==> src/rtl/core/tlvd_pkg.sv <==
// shared types, codes and character helpers for the tlv message deframer
`timescale 1ns / 1ps
package tlvd_pkg;

	localparam int BYTE_W   = 8;
	localparam int TYPE_W   = 32;
	localparam int COUNT_W  = 3;
	localparam int LENGTH_W = 16;
	localparam int KIND_W   = 2;
	localparam int HDR_LEN  = 8;
	localparam int HDR_CNT_W = 3;
	localparam int FIELD_LEN = 4;

	localparam logic [KIND_W-1:0] KIND_HEADER  = 2'd0;
	localparam logic [KIND_W-1:0] KIND_PAYLOAD = 2'd1;
	localparam logic [KIND_W-1:0] KIND_ERROR   = 2'd2;

	typedef struct packed {
		logic [KIND_W-1:0]   kind;
		logic [TYPE_W-1:0]   type_chars;
		logic [COUNT_W-1:0]  type_count;
		logic [LENGTH_W-1:0] payload_length;
		logic [BYTE_W-1:0]   payload_byte;
		logic                last;
	} result_t;

	// tab, line feed, vertical tab, form feed, carriage return and space
	function automatic logic is_blank(input logic [BYTE_W-1:0] c);
		return (c == 8'h20) || (c >= 8'h09 && c <= 8'h0D);
	endfunction

	function automatic logic is_hex(input logic [BYTE_W-1:0] c);
		return (c >= 8'h30 && c <= 8'h39) || (c >= 8'h61 && c <= 8'h66) ||
			(c >= 8'h41 && c <= 8'h46);
	endfunction

	function automatic logic [3:0] hex_val(input logic [BYTE_W-1:0] c);
		logic [3:0] v;
		v = 4'd0;
		if (c >= 8'h30 && c <= 8'h39) begin
			v = c[3:0];
		end else if ((c >= 8'h61 && c <= 8'h66) || (c >= 8'h41 && c <= 8'h46)) begin
			v = c[3:0] + 4'd9;
		end
		return v;
	endfunction

	// index of first non-blank char, 4 when all blank; bit 0 is the first char
	function automatic logic [COUNT_W-1:0] trim_first(input logic [FIELD_LEN-1:0] blk);
		logic [COUNT_W-1:0] s;
		logic               found;
		s = COUNT_W'(FIELD_LEN);
		found = 1'b0;
		for (int i = 0; i < FIELD_LEN; i++) begin
			if (!found && !blk[i]) begin
				s = COUNT_W'(i);
				found = 1'b1;
			end
		end
		return s;
	endfunction

	// one past the last non-blank char, 0 when all blank
	function automatic logic [COUNT_W-1:0] trim_end(input logic [FIELD_LEN-1:0] blk);
		logic [COUNT_W-1:0] e;
		e = '0;
		for (int i = 0; i < FIELD_LEN; i++) begin
			if (!blk[i]) begin
				e = COUNT_W'(i + 1);
			end
		end
		return e;
	endfunction

endpackage

==> src/rtl/core/tlvd_in_if.sv <==
// input channel: framed stream bytes with flush
`timescale 1ns / 1ps
interface tlvd_in_if;
	import tlvd_pkg::*;

	logic              valid;
	logic              ready;
	logic [BYTE_W-1:0] data_byte;
	logic              flush;

	modport source (output valid, data_byte, flush, input ready);
	modport sink (input valid, data_byte, flush, output ready);
endinterface

==> src/rtl/core/tlvd_out_if.sv <==
// output channel: header, payload and error results
`timescale 1ns / 1ps
interface tlvd_out_if;
	import tlvd_pkg::*;

	logic                valid;
	logic                ready;
	logic [KIND_W-1:0]   kind;
	logic [TYPE_W-1:0]   type_chars;
	logic [COUNT_W-1:0]  type_count;
	logic [LENGTH_W-1:0] payload_length;
	logic [BYTE_W-1:0]   payload_byte;
	logic                last;

	modport source (output valid, kind, type_chars, type_count, payload_length,
		payload_byte, last, input ready);
	modport sink (input valid, kind, type_chars, type_count, payload_length,
		payload_byte, last, output ready);
endinterface

==> src/rtl/core/text_tlv_message_deframer_core.sv <==
// Deframer for a text stream of messages with a 4-char type and 4-hex-digit length header.
// Takes one byte per cycle on din and gives at most one result per byte on dout, as a
// registered result. Each message starts with an 8-byte header: a type
// and a hex length, both trimmed of ASCII whitespace at both ends. A good header gives a
// header result (kind 0) with the left-aligned type and the length, and the payload
// bytes follow as kind 1 results with last on the final one; a zero length header is
// itself marked last. An all-blank type drops the header with no result, and an empty or
// non-hex length gives an error result (kind 2, last set). flush clears all state and
// gives no result. The whole header check is done in the cycle of the eighth byte,
// between the state registers and the result register; a two-entry output buffer keeps
// din.ready independent of dout.ready, so din is only held off while both entries wait.
`timescale 1ns / 1ps
module text_tlv_message_deframer_core (
	input  logic       clk,
	input  logic       arst_n,
	tlvd_in_if.sink    din,
	tlvd_out_if.source dout
);
	import tlvd_pkg::*;

	logic                          in_payload_q;
	logic [HDR_CNT_W-1:0]          hdr_cnt_q;
	logic [(HDR_LEN-1)*BYTE_W-1:0] hdr_q;
	logic [LENGTH_W-1:0]           remain_q;

	result_t out_s1;
	logic    out_vld_s1;
	result_t skid_q;
	logic    skid_vld_q;

	logic                   acc;
	logic                   pop;
	logic [HDR_LEN*BYTE_W-1:0] full;
	logic [TYPE_W-1:0]      type_word;
	logic [FIELD_LEN-1:0]   type_blk;
	logic [FIELD_LEN-1:0]   len_blk;
	logic [FIELD_LEN-1:0]   len_hex;
	logic [FIELD_LEN-1:0]   len_in_span;
	logic [LENGTH_W-1:0]    len_digits;
	logic [COUNT_W-1:0]     ts, te, ls, le;
	logic [COUNT_W-1:0]     tcount;
	logic [TYPE_W-1:0]      tchars;
	logic [LENGTH_W-1:0]    len_val;
	logic                   len_ok;
	logic [LENGTH_W-1:0]    remain_dec;

	result_t res;
	logic    res_vld;

	assign acc = din.valid && din.ready;
	assign pop = out_vld_s1 && dout.ready;
	assign din.ready = !skid_vld_q;

	// header analysis on the seven stored bytes and the current one
	assign full = {hdr_q, din.data_byte};
	assign type_word = full[HDR_LEN*BYTE_W-1 -: TYPE_W];

	always_comb begin
		for (int i = 0; i < FIELD_LEN; i++) begin
			type_blk[i] = is_blank(full[HDR_LEN*BYTE_W-1-i*BYTE_W -: BYTE_W]);
			len_blk[i]  = is_blank(full[FIELD_LEN*BYTE_W-1-i*BYTE_W -: BYTE_W]);
			len_hex[i]  = is_hex(full[FIELD_LEN*BYTE_W-1-i*BYTE_W -: BYTE_W]);
		end
	end

	assign ts = trim_first(type_blk);
	assign te = trim_end(type_blk);
	assign ls = trim_first(len_blk);
	assign le = trim_end(len_blk);
	assign tcount = te - ts;

	// left-align the type, then keep only tcount chars
	assign tchars = (type_word << {ts, 3'b000}) & (~(TYPE_W'(0)) << {3'd4 - tcount, 3'b000});

	always_comb begin
		len_ok = (ls < le);
		for (int i = 0; i < FIELD_LEN; i++) begin
			len_in_span[i] = (COUNT_W'(i) >= ls) && (COUNT_W'(i) < le);
			len_digits[LENGTH_W-1-i*4 -: 4] = len_in_span[i] ?
				hex_val(full[FIELD_LEN*BYTE_W-1-i*BYTE_W -: BYTE_W]) : 4'd0;
			if (len_in_span[i] && !len_hex[i]) begin
				len_ok = 1'b0;
			end
		end
	end

	// digits before the span are zero, so only the trailing blanks shift out
	assign len_val = len_digits >> {3'd4 - le, 2'b00};
	assign remain_dec = remain_q - LENGTH_W'(1);

	always_comb begin
		res = '0;
		res_vld = 1'b0;
		if (din.flush) begin
			res_vld = 1'b0;
		end else if (in_payload_q) begin
			res_vld = 1'b1;
			res.kind = KIND_PAYLOAD;
			res.payload_byte = din.data_byte;
			res.last = (remain_dec == '0);
		end else if (hdr_cnt_q == HDR_CNT_W'(HDR_LEN - 1) && ts < te) begin
			res_vld = 1'b1;
			res.type_chars = tchars;
			res.type_count = tcount;
			res.last = 1'b1;
			if (!len_ok) begin
				res.kind = KIND_ERROR;
			end else begin
				res.kind = KIND_HEADER;
				res.payload_length = len_val;
				res.last = (len_val == '0);
			end
		end
	end

	always_ff @(posedge clk or negedge arst_n) begin
		if (!arst_n) begin
			in_payload_q <= 1'b0;
			hdr_cnt_q <= '0;
			hdr_q <= '0;
			remain_q <= '0;
		end else if (acc) begin
			if (din.flush) begin
				in_payload_q <= 1'b0;
				hdr_cnt_q <= '0;
				hdr_q <= '0;
				remain_q <= '0;
			end else if (in_payload_q) begin
				remain_q <= remain_dec;
				if (remain_dec == '0) begin
					in_payload_q <= 1'b0;
				end
			end else if (hdr_cnt_q != HDR_CNT_W'(HDR_LEN - 1)) begin
				hdr_q <= {hdr_q[(HDR_LEN-2)*BYTE_W-1:0], din.data_byte};
				hdr_cnt_q <= hdr_cnt_q + HDR_CNT_W'(1);
			end else begin
				hdr_q <= '0;
				hdr_cnt_q <= '0;
				if (ts < te && len_ok && len_val != '0) begin
					in_payload_q <= 1'b1;
					remain_q <= len_val;
				end
			end
		end
	end

	// result register with a skid entry behind it
	always_ff @(posedge clk or negedge arst_n) begin
		if (!arst_n) begin
			out_vld_s1 <= 1'b0;
			skid_vld_q <= 1'b0;
		end else begin
			if (!out_vld_s1 || pop) begin
				if (skid_vld_q) begin
					out_vld_s1 <= 1'b1;
					skid_vld_q <= 1'b0;
				end else begin
					out_vld_s1 <= acc && res_vld;
				end
			end else if (acc && res_vld) begin
				skid_vld_q <= 1'b1;
			end
		end
	end

	always_ff @(posedge clk) begin
		if (!out_vld_s1 || pop) begin
			if (skid_vld_q) begin
				out_s1 <= skid_q;
			end else if (acc && res_vld) begin
				out_s1 <= res;
			end
		end else if (acc && res_vld) begin
			skid_q <= res;
		end
	end

	assign dout.valid = out_vld_s1;
	assign dout.kind = out_s1.kind;
	assign dout.type_chars = out_s1.type_chars;
	assign dout.type_count = out_s1.type_count;
	assign dout.payload_length = out_s1.payload_length;
	assign dout.payload_byte = out_s1.payload_byte;
	assign dout.last = out_s1.last;

	a_skid_behind_out: assert property (@(posedge clk) disable iff (!arst_n)
		skid_vld_q |-> out_vld_s1)
		else $error("skid entry held while result register empty");

	a_payload_count: assert property (@(posedge clk) disable iff (!arst_n)
		in_payload_q |-> (remain_q != '0) && (hdr_cnt_q == '0))
		else $error("payload state with zero count or partial header");

	a_payload_end: assert property (@(posedge clk) disable iff (!arst_n)
		acc && !din.flush && in_payload_q && remain_q == LENGTH_W'(1) |=>
			!in_payload_q && out_vld_s1)
		else $error("final payload byte did not end the message");

	a_flush_clears: assert property (@(posedge clk) disable iff (!arst_n)
		acc && din.flush |=> !in_payload_q && hdr_cnt_q == '0)
		else $error("flush left deframer state behind");
endmodule

==> src/flat_wrapper.sv <==
// flat-port wrapper written by rule: the top's interface ports become plain ports
module text_tlv_message_deframer_core_flat import tlvd_pkg::*;
  (clk, arst_n, din_valid, din_data_byte, din_flush, din_ready, dout_valid, dout_kind, dout_type_chars, dout_type_count, dout_payload_length, dout_payload_byte, dout_last, dout_ready);
  tlvd_in_if din_i ();
  tlvd_out_if dout_i ();
  input  logic clk;
  input  logic arst_n;
  input wire logic [$bits(din_i.valid)-1:0] din_valid;
  input wire logic [$bits(din_i.data_byte)-1:0] din_data_byte;
  input wire logic [$bits(din_i.flush)-1:0] din_flush;
  output wire logic [$bits(din_i.ready)-1:0] din_ready;
  output wire logic [$bits(dout_i.valid)-1:0] dout_valid;
  output wire logic [$bits(dout_i.kind)-1:0] dout_kind;
  output wire logic [$bits(dout_i.type_chars)-1:0] dout_type_chars;
  output wire logic [$bits(dout_i.type_count)-1:0] dout_type_count;
  output wire logic [$bits(dout_i.payload_length)-1:0] dout_payload_length;
  output wire logic [$bits(dout_i.payload_byte)-1:0] dout_payload_byte;
  output wire logic [$bits(dout_i.last)-1:0] dout_last;
  input wire logic [$bits(dout_i.ready)-1:0] dout_ready;
  assign din_i.valid = din_valid;
  assign din_i.data_byte = din_data_byte;
  assign din_i.flush = din_flush;
  assign din_ready = din_i.ready;
  assign dout_valid = dout_i.valid;
  assign dout_kind = dout_i.kind;
  assign dout_type_chars = dout_i.type_chars;
  assign dout_type_count = dout_i.type_count;
  assign dout_payload_length = dout_i.payload_length;
  assign dout_payload_byte = dout_i.payload_byte;
  assign dout_last = dout_i.last;
  assign dout_i.ready = dout_ready;
  text_tlv_message_deframer_core u_core (.clk(clk), .arst_n(arst_n), .din(din_i), .dout(dout_i));
endmodule
==> config.mk <==
export PLATFORM = sky130hd
export DESIGN_NAME = text_tlv_message_deframer_core_flat
export DESIGN_NICKNAME = d
export VERILOG_FILES = /design/src/rtl/core/tlvd_pkg.sv /design/src/rtl/core/tlvd_in_if.sv /design/src/rtl/core/tlvd_out_if.sv /design/src/rtl/core/text_tlv_message_deframer_core.sv /design/src/flat_wrapper.sv
export SDC_FILE = /design/constraint.sdc
export NUM_CORES = 1
export LEC_CHECK = 0
export BUFFER_PORTS_ARGS = -buffer_cell sky130_fd_sc_hd__buf_4
export CAP_MARGIN = 15
export CORE_MARGIN = 8
export CORE_UTILIZATION = 66
export CTS_CLUSTER_DIAMETER = 50
export DETAILED_ROUTE_END_ITERATION = 10
export GPL_ROUTABILITY_DRIVEN = 0
export PLACE_DENSITY_LB_ADDON = 0.08
export SYNTH_ARGS = -nofsm -noshare
export SYNTH_HDL_FRONTEND = slang
export SYNTH_SLANG_ARGS = --single-unit
==> constraint.sdc <==
create_clock -name clk -period 16.5 [get_ports clk]
set_input_delay 4.95 -clock clk [delete_from_list [all_inputs] [get_ports clk]]
set_output_delay 4.95 -clock clk [all_outputs]
set_load 0.1 [all_outputs]
==> out/summary.txt <==
Status: finished clean
Initial DRC count: 1301
Synthesized area: 0.0110 mm²
Min-delay worst type: flip-flop to flip-flop
PortBufs: 76
Antenna viol nets, final: 0
Number of vias per cell: 6.35
Final TNS setup: 0 ps
Metal1 wirelength: 12.1 mm
Pwr per Cell Area: 93.7 mW/mm²
Max cap viols: 0
Die width: 145 µm
Ys async rst share: 38.6%
Synth top area share: 33.8%
Worst setup EP type: flip-flop
Commonest non-fill, non-tap cells in the layout: nand2_1, edfxtp_1, o21ai_0, buf_4, dfrtp_1
CTS resizes: 0
CTS sink cnt: 202
Met2 Wirelength: 12.0 mm
Row cnt: 47
RSZ-0062 raised after global routing: false
DR vias: 8686
Later-pin clock latency in the skew report: 520 ps
Fmax: 0.106 GHz
Layout cells sized above 1: 16.7%
#FFs+latches synth: 202
Commonest non-fill, non-tap cell in the layout: nand2_1
Final period util: 57.0%
# nets final: 1174
CP arrival: 9770 ps
Primary FF master, synth: edfxtp_1
Startpoint types: input port
Hold_ws: 521 ps
Syn avg cell area: 10.2 µm²
Worst r2r src: u_core.hdr_q[16]$_DFFE_PN0P_
Max Fanout on Critical Path: 30
Number of global-route vias before repair: 8019
Remaining Overflow, GRT: 0
Number of synthesized flops with an enable pin: 124
GRT Util Overall: 24.8%
R2R setup slack: 10710 ps
Final min period: 9400 ps
Dpl hpwl: 18.2 mm
Starting Density: 67.0%
CTS Hold Bufs: 0
Cts bufs inserted: 23
Slew @ Worst Pin: 906 ps
Post-synthesis cell count: 1083
Yosys top cell by area: edfxtp_1
Largest net degree at the start of global routing: 65
Fin Clk Skew: 12.9 ps
Crit path kind: input port to flip-flop
Clk slew on worst S/H paths: 60 ps
YS warnings: 0
Slew HR: 39.6%
Synth unique cells: 85
CTS root buf: clkbuf_16
CTS max path bufs: 3
Remaining DRCs: 0
Routed WL per cell: 19.7 µm
Leak pwr: 4.82 nW
Endpoints failing setup: 0
Setup crit start: din_data_byte[0]
Die ar.: 0.0211 mm²
CTS tree: yes
Area Growth Syn to Fin: 13.3%
# IOs: 77
Top Layer Used: met4
1st-pass router iterations: 5
Drt total wl: 26.9 mm
Global-route wire length before repair: 43.5 mm
Register area share after synthesis: 51.5%
Synth Net Count: 1127
Peak VDD IR: 76.1 µV
Chip height: 145 µm
Max Slew Vio Count: 0
Met3 WL: 2.40 mm
Hold Startpoint: u_core.skid_q[14]$_DFFE_PP_
Post-CTS Setup Bufs: 0
Critical Path RT: 16870 ps
Diode count: 0
Initial antenna violation count: 0
Fin. Hold Viols: 0
Std-Cell Core Area: 0.0165 mm²
H-tree Lvls: 1
Largest cells by area after synthesis: edfxtp_1, dfrtp_1, nand2_1, o21ai_0, mux2_2
-- logic make-up (layout without fill, tap and decap cells) --
group | count (synthesis) | count (layout) | share of synthesized area, %
AO/OA/AOI/OAI | 289 | 289 | 17.6
XOR/XNOR | 4 | 4 | 0.318
adder cells (fa/ha/maj) | 31 | 31 | 3.58
buffers and inverters | 95 | 159 | 3.51
flip-flops | 202 | 202 | 51.5
multiplexers | 56 | 56 | 5.50
AND/OR/NAND/NOR | 406 | 406 | 18.1
-- Yosys cell counts, types with 22 or more instances --
cell type and count:
dfrtp_1 78, clkbuf_1 47, o31ai_1 26, a211oi_1 22, nor3_1 22, ha_1 30, edfxtp_1 124, mux2_2 36
nor2_1 77, inv_1 29, and2_1 26, o21ai_0 105, nand2_1 172, a21oi_1 33
-- critical path, cell delays in order --
cell      delay, ps
buf_4           130
inv_1           110
ha_1            260
a21o_1          190
a211oi_1        560
nor2_1          180
o21a_1          300
inv_2           290
ha_1            560
a221oi_1        430
nand2b_1        100
and3_1          190
o21ai_1         400
a41oi_1         210
a211oi_2        230
buf_4           300
mux2i_1         210
o311ai_0        150
-- metal layers --
layer,track usage (%),vias up
met1,37.2,4184
met3,4.26,37
met2,37.2,389
met4,5.00,0
li1,-,4076
met5,0,-
-- metrics by stage --
step	utilization [%]	instance area (µm²)	instances	worst slack, ps	power (mW)
finish	75.9	12500	1367	7100	1.17
global route	75.9	12500	1367	6760	1.21
CTS	75.9	12500	1367	7290	1.17
detailed placement	71.1	11700	1325	6750	0.651
global placement	71.1	11700	1325	7060	0.649
floorplan	-	11000	1083	4720	0.624
-- power breakdown --
group | switching [mW] | total, mW | internal, mW | leakage [nW]
sequential | 0.0143 | 0.554 | 0.540 | 2.36
clock | 0.217 | 0.527 | 0.310 | 0.378
combinational | 0.0584 | 0.0892 | 0.0309 | 2.09
-- path summary, 6_finish.rpt --
kind | to | cells past startpoint
max reg2reg | u_core.remain_q[7]$_DFFE_PN0P_ | 17
min in group asynchronous | u_core.remain_q[7]$_DFFE_PN0P_ | 1
min reg2reg | u_core.dout.payload_length[5]$_DFFE_PP_ | 2
max in group asynchronous | u_core.hdr_q[27]$_DFFE_PN0P_ | 2
max | u_core.remain_q[7]$_DFFE_PN0P_ | 18
min | u_core.dout.payload_length[5]$_DFFE_PP_ | 2
-- state kept, by name (all words and copies together), names as in the netlist, 2 cells and up --
signal	flops
u_core.remain_q	16
u_core.hdr_cnt_q	3
u_core.hdr_q	56
u_core.skid_q	62
u_core.dout.kind	2
u_core.dout.payload_byte	8
u_core.dout.type_chars	32
u_core.dout.payload_length	16
u_core.dout.type_count	3
-- area by class of cell --
class	count	area, µm²
Sequential cell	202	5680
Multi-Input combinational cell	786	4990
Fill cell	1109	3970
Timing Repair Buffer	87	653
Clock buffer	26	587
Tap cell	220	275
Clock inverter	16	204
Inverter	30	113
No activity file was read; power rests on OpenSTA's default activity.
